===== config.mk =====
export PLATFORM = sky130hd
export DESIGN_NAME = jtag_tap_shift_sequencer_core
export DESIGN_NICKNAME = d
export VERILOG_FILES = /design/src/hdl/jtss_pkg.sv /design/src/hdl/jtss_step.sv /design/src/hdl/jtag_tap_shift_sequencer_core.sv
export SDC_FILE = /design/constraint.sdc
export NUM_CORES = 1
export LEC_CHECK = 0
export BUFFER_PORTS_ARGS = -buffer_cell sky130_fd_sc_hd__buf_2
export CAP_MARGIN = 20
export CELL_PAD_IN_SITES_DETAIL_PLACEMENT = 1
export CELL_PAD_IN_SITES_GLOBAL_PLACEMENT = 1
export CORE_MARGIN = 5
export CORE_UTILIZATION = 35
export DETAILED_ROUTE_END_ITERATION = 7
export GPL_ROUTABILITY_DRIVEN = 0
export PLACE_DENSITY = 0.61
export SYNTH_ARGS = -nofsm -noshare
export SYNTH_HDL_FRONTEND = slang
export SYNTH_SLANG_ARGS = --single-unit

===== constraint.sdc =====
create_clock -name clk -period 3.93 [get_ports clk]
set_input_delay 0.393 -clock clk [delete_from_list [all_inputs] [get_ports clk]]
set_output_delay 0.393 -clock clk [all_outputs]
set_load 0.02 [all_outputs]

===== src/hdl/jtss_pkg.sv =====
// ----------------------------------------------------------------------------
// JTAG TAP shift sequencer package
// Shared command codes, sequencer phases and item layouts.
// ----------------------------------------------------------------------------
package jtss_pkg;

	// command codes carried in the input kind field
	typedef enum logic [2:0] {
		FUNC_TICK  = 3'd0,
		FUNC_RESET = 3'd1,
		FUNC_IR    = 3'd2,
		FUNC_DR    = 3'd3,
		FUNC_WAIT  = 3'd4
	} func_t;

	// sequencer phases
	typedef enum logic [3:0] {
		PH_IDLE       = 4'd0,
		PH_RESET      = 4'd1,
		PH_SEL_DR     = 4'd2,
		PH_SEL_IR     = 4'd3,
		PH_TO_CAPTURE = 4'd4,
		PH_TO_SHIFT   = 4'd5,
		PH_SHIFT      = 4'd6,
		PH_UPDATE     = 4'd7,
		PH_RTI        = 4'd8,
		PH_WAIT       = 4'd9
	} phase_t;

	localparam int FUNC_W  = 3;
	localparam int COUNT_W = 6;
	localparam int VALUE_W = 32;
	localparam int WAIT_W  = 24;
	localparam int CAP_W   = 32;
	localparam int IN_DATA_W  = 64;
	localparam int OUT_DATA_W = 40;

	// one input item
	typedef struct packed {
		logic [FUNC_W-1:0]  func;
		logic [COUNT_W-1:0] bit_count;
		logic [VALUE_W-1:0] shift_value;
		logic [WAIT_W-1:0]  wait_ticks;
		logic               tdo_level;
	} item_t;

	// one result item
	typedef struct packed {
		logic             tms_level;
		logic             tdi_level;
		logic             tck_pulse;
		logic             busy_res;
		logic             done_res;
		logic [CAP_W-1:0] captured;
		logic             rejected;
	} result_t;

endpackage


===== src/hdl/jtss_step.sv =====
// ----------------------------------------------------------------------------
// JTAG TAP shift sequencer step
// Next-state and result logic for one item against the current sequencer state.
// ----------------------------------------------------------------------------
module jtss_step #(
	parameter int MAX_SHIFT_BITS   = 32,
	parameter int RESET_TMS_CLOCKS = 8,
	parameter int CNT_W            = 6,
	parameter int TICK_W           = 24,
	parameter int WAIT_USED_W      = 24
) (
	input  jtss_pkg::item_t               item,
	input  jtss_pkg::phase_t              phase,
	input  jtss_pkg::func_t               cmd,
	input  logic [CNT_W-1:0]              bits_left,
	input  logic [CNT_W-1:0]              shift_total,
	input  logic [MAX_SHIFT_BITS-1:0]     shift_reg,
	input  logic [TICK_W-1:0]             ticks_left,
	input  logic                          tdi_hold,
	output jtss_pkg::phase_t              phase_nx,
	output jtss_pkg::func_t               cmd_nx,
	output logic [CNT_W-1:0]              bits_left_nx,
	output logic [CNT_W-1:0]              shift_total_nx,
	output logic [MAX_SHIFT_BITS-1:0]     shift_reg_nx,
	output logic [TICK_W-1:0]             ticks_left_nx,
	output logic                          tdi_hold_nx,
	output jtss_pkg::result_t             res
);

	localparam int SW = MAX_SHIFT_BITS;

	logic              is_cmd;
	logic [CNT_W-1:0]  cnt_eff;
	logic [SW-1:0]     load_mask;
	logic [SW-1:0]     total_mask;
	logic [TICK_W-1:0] wait_eff;
	logic [TICK_W-1:0] ticks_dec;
	logic [CNT_W-1:0]  bits_dec;

	// clamp the shift length to one .. MAX_SHIFT_BITS
	always_comb begin
		if (item.bit_count == '0) begin
			cnt_eff = CNT_W'(1);
		end else if ({1'b0, item.bit_count} > (jtss_pkg::COUNT_W + 1)'(SW)) begin
			cnt_eff = CNT_W'(SW);
		end else begin
			cnt_eff = CNT_W'(item.bit_count);
		end
	end

	assign load_mask  = ~({SW{1'b1}} << cnt_eff);
	assign total_mask = ~({SW{1'b1}} << shift_total);
	assign ticks_dec  = ticks_left - TICK_W'(1);
	assign bits_dec   = (bits_left != '0) ? bits_left - CNT_W'(1) : bits_left;

	// wait length: keep the counted bits, zero stands for one tick
	always_comb begin
		wait_eff = TICK_W'(item.wait_ticks[WAIT_USED_W-1:0]);
		if (wait_eff == '0) begin
			wait_eff = TICK_W'(1);
		end
	end

	assign is_cmd = (item.func == jtss_pkg::FUNC_RESET) || (item.func == jtss_pkg::FUNC_IR)
		|| (item.func == jtss_pkg::FUNC_DR) || (item.func == jtss_pkg::FUNC_WAIT);

	// advance the sequencer by one item
	always_comb begin
		phase_nx       = phase;
		cmd_nx         = cmd;
		bits_left_nx   = bits_left;
		shift_total_nx = shift_total;
		shift_reg_nx   = shift_reg;
		ticks_left_nx  = ticks_left;
		tdi_hold_nx    = tdi_hold;
		res            = '0;
		res.tdi_level  = tdi_hold;
		if (is_cmd) begin
			res.busy_res = 1'b1;
			if (phase != jtss_pkg::PH_IDLE) begin
				res.rejected = 1'b1;
			end else begin
				cmd_nx = jtss_pkg::func_t'(item.func);
				case (jtss_pkg::func_t'(item.func))
					jtss_pkg::FUNC_RESET: begin
						ticks_left_nx = TICK_W'(RESET_TMS_CLOCKS);
						phase_nx      = jtss_pkg::PH_RESET;
					end
					jtss_pkg::FUNC_WAIT: begin
						ticks_left_nx = wait_eff;
						phase_nx      = jtss_pkg::PH_WAIT;
					end
					default: begin
						shift_total_nx = cnt_eff;
						bits_left_nx   = cnt_eff;
						shift_reg_nx   = SW'(item.shift_value) & load_mask;
						phase_nx       = jtss_pkg::PH_SEL_DR;
					end
				endcase
			end
		end else if (phase != jtss_pkg::PH_IDLE) begin
			res.tck_pulse = 1'b1;
			case (phase)
				jtss_pkg::PH_RESET: begin
					res.tms_level = 1'b1;
					ticks_left_nx = ticks_dec;
					if (ticks_dec == '0) begin
						phase_nx     = jtss_pkg::PH_IDLE;
						res.done_res = 1'b1;
					end
				end
				jtss_pkg::PH_WAIT: begin
					ticks_left_nx = ticks_dec;
					if (ticks_dec == '0) begin
						phase_nx     = jtss_pkg::PH_IDLE;
						res.done_res = 1'b1;
					end
				end
				jtss_pkg::PH_SEL_DR: begin
					res.tms_level = 1'b1;
					phase_nx = (cmd == jtss_pkg::FUNC_IR) ? jtss_pkg::PH_SEL_IR
						: jtss_pkg::PH_TO_CAPTURE;
				end
				jtss_pkg::PH_SEL_IR: begin
					res.tms_level = 1'b1;
					phase_nx      = jtss_pkg::PH_TO_CAPTURE;
				end
				jtss_pkg::PH_TO_CAPTURE: begin
					phase_nx = jtss_pkg::PH_TO_SHIFT;
				end
				jtss_pkg::PH_TO_SHIFT: begin
					phase_nx = jtss_pkg::PH_SHIFT;
				end
				jtss_pkg::PH_SHIFT: begin
					res.tdi_level = shift_reg[0];
					tdi_hold_nx   = shift_reg[0];
					res.tms_level = (bits_left <= CNT_W'(1));
					// drop the sent bit, insert TDO at the top of the run
					shift_reg_nx  = (shift_reg >> 1)
						| (SW'(item.tdo_level) << (shift_total - CNT_W'(1)));
					bits_left_nx  = bits_dec;
					if (bits_dec == '0) begin
						phase_nx = jtss_pkg::PH_UPDATE;
					end
				end
				jtss_pkg::PH_UPDATE: begin
					res.tms_level = 1'b1;
					phase_nx      = jtss_pkg::PH_RTI;
				end
				default: begin
					phase_nx     = jtss_pkg::PH_IDLE;
					res.done_res = 1'b1;
					res.captured = jtss_pkg::CAP_W'(shift_reg & total_mask);
				end
			endcase
			res.busy_res = (phase_nx != jtss_pkg::PH_IDLE);
		end
	end

endmodule


===== src/hdl/jtag_tap_shift_sequencer_core.sv =====
// ----------------------------------------------------------------------------
// JTAG TAP shift sequencer core
// Master-side JTAG sequencer driven by command and tick items.
// ----------------------------------------------------------------------------
// One item is taken per clock and each item gives exactly one result. An item
// is held in the input register, the whole sequencer step (phase walk, shift,
// counters) is combinational between that register and the result register,
// so a result is offered on m_tvalid from the result register once the held
// item is stepped, and the sustained rate is one item per cycle as long as
// the result side takes items. A result left waiting holds the input register
// and drops s_tready until the result side takes it. Commands (tap reset, IR
// shift, DR shift, run-idle wait) load the sequence while idle and are flagged
// as rejected otherwise; each tick item is one TCK period and its result
// carries the TMS and TDI levels for it.
module jtag_tap_shift_sequencer_core #(
	parameter int MAX_SHIFT_BITS   = 32,
	parameter int RESET_TMS_CLOCKS = 8,
	parameter int WAIT_COUNT_BITS  = 24
) (
	input  logic        clk,
	input  logic        arst_n,
	input  logic        s_tvalid,
	output logic        s_tready,
	// bit_count[5:0], shift_value[37:6], wait_ticks[61:38], tdo_level[62], zero[63]
	input  logic [63:0] s_tdata,
	// func[2:0]
	input  logic [2:0]  s_tuser,
	output logic        m_tvalid,
	input  logic        m_tready,
	// tms_level[0], tdi_level[1], tck_pulse[2], busy_res[3], done_res[4],
	// captured[36:5], rejected[37], zero[39:38]
	output logic [39:0] m_tdata
);

	localparam int CNT_W       = $clog2(MAX_SHIFT_BITS + 1);
	localparam int WAIT_USED_W = (WAIT_COUNT_BITS < jtss_pkg::WAIT_W) ? WAIT_COUNT_BITS
		: jtss_pkg::WAIT_W;
	localparam int RST_W       = $clog2(RESET_TMS_CLOCKS + 1);
	localparam int TICK_W      = (WAIT_USED_W > RST_W) ? WAIT_USED_W : RST_W;

	jtss_pkg::item_t   item_s1;
	logic              valid_s1;
	jtss_pkg::result_t res_q;
	logic              out_valid_q;
	logic              advance;

	jtss_pkg::phase_t          phase_q,       phase_nx;
	jtss_pkg::func_t           cmd_q,         cmd_nx;
	logic [CNT_W-1:0]          bits_left_q,   bits_left_nx;
	logic [CNT_W-1:0]          shift_total_q, shift_total_nx;
	logic [MAX_SHIFT_BITS-1:0] shift_reg_q,   shift_reg_nx;
	logic [TICK_W-1:0]         ticks_left_q,  ticks_left_nx;
	logic                      tdi_hold_q,    tdi_hold_nx;
	jtss_pkg::result_t         res_nx;

	// step the held item when the result register is free or being drained
	assign advance  = valid_s1 && (!out_valid_q || m_tready);
	assign s_tready = !valid_s1 || advance;

	// input register
	always_ff @(posedge clk or negedge arst_n) begin
		if (!arst_n) begin
			valid_s1 <= 1'b0;
		end else if (s_tready) begin
			valid_s1 <= s_tvalid;
		end
	end

	always_ff @(posedge clk) begin
		if (s_tvalid && s_tready) begin
			item_s1.func        <= s_tuser;
			item_s1.bit_count   <= s_tdata[5:0];
			item_s1.shift_value <= s_tdata[37:6];
			item_s1.wait_ticks  <= s_tdata[61:38];
			item_s1.tdo_level   <= s_tdata[62];
		end
	end

	jtss_step #(
		.MAX_SHIFT_BITS   (MAX_SHIFT_BITS),
		.RESET_TMS_CLOCKS (RESET_TMS_CLOCKS),
		.CNT_W            (CNT_W),
		.TICK_W           (TICK_W),
		.WAIT_USED_W      (WAIT_USED_W)
	) u_step (
		.item           (item_s1),
		.phase          (phase_q),
		.cmd            (cmd_q),
		.bits_left      (bits_left_q),
		.shift_total    (shift_total_q),
		.shift_reg      (shift_reg_q),
		.ticks_left     (ticks_left_q),
		.tdi_hold       (tdi_hold_q),
		.phase_nx       (phase_nx),
		.cmd_nx         (cmd_nx),
		.bits_left_nx   (bits_left_nx),
		.shift_total_nx (shift_total_nx),
		.shift_reg_nx   (shift_reg_nx),
		.ticks_left_nx  (ticks_left_nx),
		.tdi_hold_nx    (tdi_hold_nx),
		.res            (res_nx)
	);

	// sequencer state, committed once per stepped item
	always_ff @(posedge clk or negedge arst_n) begin
		if (!arst_n) begin
			phase_q       <= jtss_pkg::PH_IDLE;
			cmd_q         <= jtss_pkg::FUNC_TICK;
			bits_left_q   <= '0;
			shift_total_q <= '0;
			shift_reg_q   <= '0;
			ticks_left_q  <= '0;
			tdi_hold_q    <= 1'b1;
		end else if (advance) begin
			phase_q       <= phase_nx;
			cmd_q         <= cmd_nx;
			bits_left_q   <= bits_left_nx;
			shift_total_q <= shift_total_nx;
			shift_reg_q   <= shift_reg_nx;
			ticks_left_q  <= ticks_left_nx;
			tdi_hold_q    <= tdi_hold_nx;
		end
	end

	// result register
	always_ff @(posedge clk or negedge arst_n) begin
		if (!arst_n) begin
			out_valid_q <= 1'b0;
		end else if (advance) begin
			out_valid_q <= 1'b1;
		end else if (m_tready) begin
			out_valid_q <= 1'b0;
		end
	end

	always_ff @(posedge clk) begin
		if (advance) begin
			res_q <= res_nx;
		end
	end

	assign m_tvalid = out_valid_q;
	assign m_tdata  = {2'b00, res_q.rejected, res_q.captured, res_q.done_res,
		res_q.busy_res, res_q.tck_pulse, res_q.tdi_level, res_q.tms_level};

	// a rejected command never clocks the TAP
	a_reject_no_tck: assert property (@(posedge clk) disable iff (!arst_n)
		m_tvalid && m_tdata[37] |-> !m_tdata[2] && m_tdata[3])
		else $error("rejected item issued a TCK pulse");

	// completion only on a clocked tick, and it leaves the sequencer idle
	a_done_on_tick: assert property (@(posedge clk) disable iff (!arst_n)
		m_tvalid && m_tdata[4] |-> m_tdata[2] && !m_tdata[3])
		else $error("done without TCK or while still busy");

	// captured data only on a finishing result
	a_capture_on_done: assert property (@(posedge clk) disable iff (!arst_n)
		m_tvalid && (m_tdata[36:5] != 32'd0) |-> m_tdata[4])
		else $error("captured data outside a finished shift");

	// the shift phase never runs with no bits left
	a_shift_count: assert property (@(posedge clk) disable iff (!arst_n)
		phase_q == jtss_pkg::PH_SHIFT |-> bits_left_q != '0)
		else $error("shift phase with empty bit count");

	// a stepped item always produces a result in the next cycle
	a_result_follows: assert property (@(posedge clk) disable iff (!arst_n)
		advance |=> m_tvalid)
		else $error("stepped item produced no result");

endmodule


==> results.sh <==
export IMPL_rows=58
export IMPL_skew_ns=0.009224
export IMPL_setup_violations=0
export IMPL_ys_warn_count=0
export IMPL_pin_count=113
export IMPL_tritoncts="done"
export IMPL_fillers=2831
export IMPL_first_global_vias=6932
export IMPL_hp_class="primary input to async pin"
export IMPL_end_kind="flip-flop"
export IMPL_area_delta_synth_final_pct=16.47
export IMPL_dp_cells=1234
export IMPL_start_util_pct=35.44
export IMPL_yosysSeqAreaShare_pct=56.88
export IMPL_slowest_delay_ns=0.54
export IMPL_layout_commonest_cell="buf_2"
export IMPL_fin_nets=1003
export IMPL_grt_pass1_wl_mm=39.82
export IMPL_p_leak_nw=3.953
export IMPL_ant_nets=0
export IMPL_r2r_start="ticks_left_q[1]$_DFFE_PN0P_"
export IMPL_max_freq_mhz=334.0
export IMPL_cellPowerDensity_mw_per_mm2=696.7
export IMPL_cts_resized_gates=0
export IMPL_drcViolationCount=0
export IMPL_n_antenna_cell=0
export IMPL_core_mm2=0.02518
export IMPL_grt_overflow_total=0
export IMPL_die_x_um=169.7
export IMPL_track_usage_pct=17.62
export IMPL_ys_ff_latch=182
export IMPL_tns_ns=0
export IMPL_async_reset_ff_share_pct=42.86
export IMPL_cts_hold_buf=0
export IMPL_ff_latch_area_mm2=0.005076
export IMPL_synthesis_area_mm2=0.008925
export IMPL_htree_num_levels=4
export IMPL_crit_fanout=8
export IMPL_min_period_ns=2.994
export IMPL_cp_arrival_ns=3.18
export IMPL_tightest_slew_ns=1.099
export IMPL_path_cells="inv_1, ha_1, nor4b_4, nand3_4, nor4_4, o211ai_1, or4b_4, nand3_2, nand3_1"
export IMPL_peakVddDrop_mv=0.2972
export IMPL_antenna_found_initial=0
export IMPL_hold_slack_ns=0.01115
export IMPL_hpwl_mm=17.80
export IMPL_cts_buffers=17
export IMPL_die_area_mm2=0.02879
export IMPL_grt_max_degree=83
export IMPL_port_buffers=109
export IMPL_via_per_inst=5.442
export IMPL_crit_slowest_cell="nor4b_4"
export IMPL_status="finished, final reports clean"
export IMPL_finalCritPeriodShare_pct=76.18
export IMPL_finalHoldViolations=0
export IMPL_final_cells=1266
export IMPL_final_cell_mix="buf_2, edfxtp_1, o21ai_0"
export IMPL_synth_edf_count=104
export IMPL_worstPathRequired_ns=4.11
export IMPL_avgSynthCellArea_um2=10.66
export IMPL_wirelength_mm=25.22
export IMPL_die_y_um=169.7
export IMPL_grt_setup_unrepaired="false"
export IMPL_multi_input_area_mm2=0.003553
export IMPL_drive_gt1_share_pct=20.73
export IMPL_yosysUniqueCellTypes=74
export IMPL_cts_setup_buffers=0
export IMPL_crit_buf_inv=1
export IMPL_clockBufferDepth=2
export IMPL_crit_type="flip-flop to flip-flop"
export IMPL_cts_sinks=182
export IMPL_worstSetupStartpointType="flip-flop"
export IMPL_first_pass_iters=5
export IMPL_cp_top_family="simple AND/OR/NAND/NOR gates"
export IMPL_clk_latency_ns=0.43
export IMPL_maxCapViolCount=0
export IMPL_initialDrtViolationCount=519
export IMPL_cts_root_buf="clkbuf_16"
export IMPL_cp_startpoint="ticks_left_q[1]$_DFFE_PN0P_"
export IMPL_path_clk_slew_ns=0.07
export IMPL_final_max_slew_viol_count=0
export IMPL_wl_per_cell_um=19.92
export IMPL_final_util_pct=41.28
export IMPL_slew_headroom_pct=26.46
export IMPL_via_count=6890
export IMPL_syn_inst=837
export IMPL_synthFlopType="edfxtp_1"
state kept, by name, summed over array words and instances (netlist names):
name	cells
item_s1	66
m_tdata	38
shift_reg_q	32
ticks_left_q	24
bits_left_q	6
shift_total_q	6
phase_q	4
cmd_q	3
m_tvalid	1
tdi_hold_q	1
valid_s1	1
synth_stat cells, drive strengths merged, types with 8 or more instances:
cell	n	share of area, %
nor2b	12	0.84
buf	13	0.84
o311a	11	1.2
o21ai	97	5.4
o21a	8	0.67
nand2	66	2.8
nor3	27	1.8
inv	20	0.84
o31ai	9	0.76
mux2	12	1.5
nand3	9	0.70
dfrtp	77	22
a211oi	17	1.4
clkbuf	42	1.8
edfxtp	104	35
nand2b	10	0.70
ha	9	1.3
a31oi	10	0.70
nor2	76	3.2
and2	10	0.70
nor4	28	2.6
a21oi	61	3.4
power by group:
group	total, mW	switching (mW)	internal [mW]
Sequential	3.12	0.639	2.48
Clock	1.84	0.812	1.03
Combinational	2.28	1.43	0.849
routing by layer:
metal	global-route usage [%]	vias to the layer above	part of all wire, %
met5	0	-	0
met3	2.795	13	3.9
met2	25.55	149	43
met1	27.72	3407	52
li1	-	3321	-
met4	3.745	0	0.68
path summary, 6_finish.rpt:
| check | to | depth (start not counted) | slack, ns |
|---|---|---|---|
| max reg2reg | m_tdata[3]$_SDFFCE_PN1P_ | 9 | 0.94 |
| min in group clk | item_s1[53]$_DFFE_PP_ | 1 | 0.13 |
| min | ticks_left_q[0]$_DFFE_PN0P_ | 1 | 0.01 |
| max | m_tdata[3]$_SDFFCE_PN1P_ | 9 | 0.94 |
| min reg2reg | cmd_q[1]$_DFFE_PN0P_ | 1 | 0.51 |
| max in group asynchronous | ticks_left_q[8]$_DFFE_PN0P_ | 2 | 2.96 |
cells by family after synthesis:
logic type               after synthesis  share of synthesized area [%]
adder cells (fa/ha/maj)                9                          1.262
flip-flops                           182                          56.88
AND/OR/NAND/NOR                      282                          17.20
buffers and inverters                 75                          3.449
AO/OA/AOI/OAI                        263                          18.34
multiplexers                          15                          1.851
other                                  1                        0.04202
XOR/XNOR                              10                         0.9814
final cells by class:
type	instances	area share, %
well taps	330	3.972
flip-flops and latches	182	48.83
multi-input cells	581	34.18
clock buffers	17	4.092
repair buffers	121	6.139
clock inverters	15	2.058
inverters	20	0.7222
per-stage QoR:
stage / area [um2] / worst slack, ns / total power, mW
after floorplan: 8929 / 1.012 / 4.671
after detailed placement: 9756 / 0.9214 / 5.410
after global routing: 10400 / 0.6755 / 7.712
final: 10400 / 0.9362 / 7.243
after global placement: 9756 / 0.9673 / 5.359
after CTS: 10400 / 0.8962 / 7.301
Note: power is estimated with default switching activity, not from simulation.
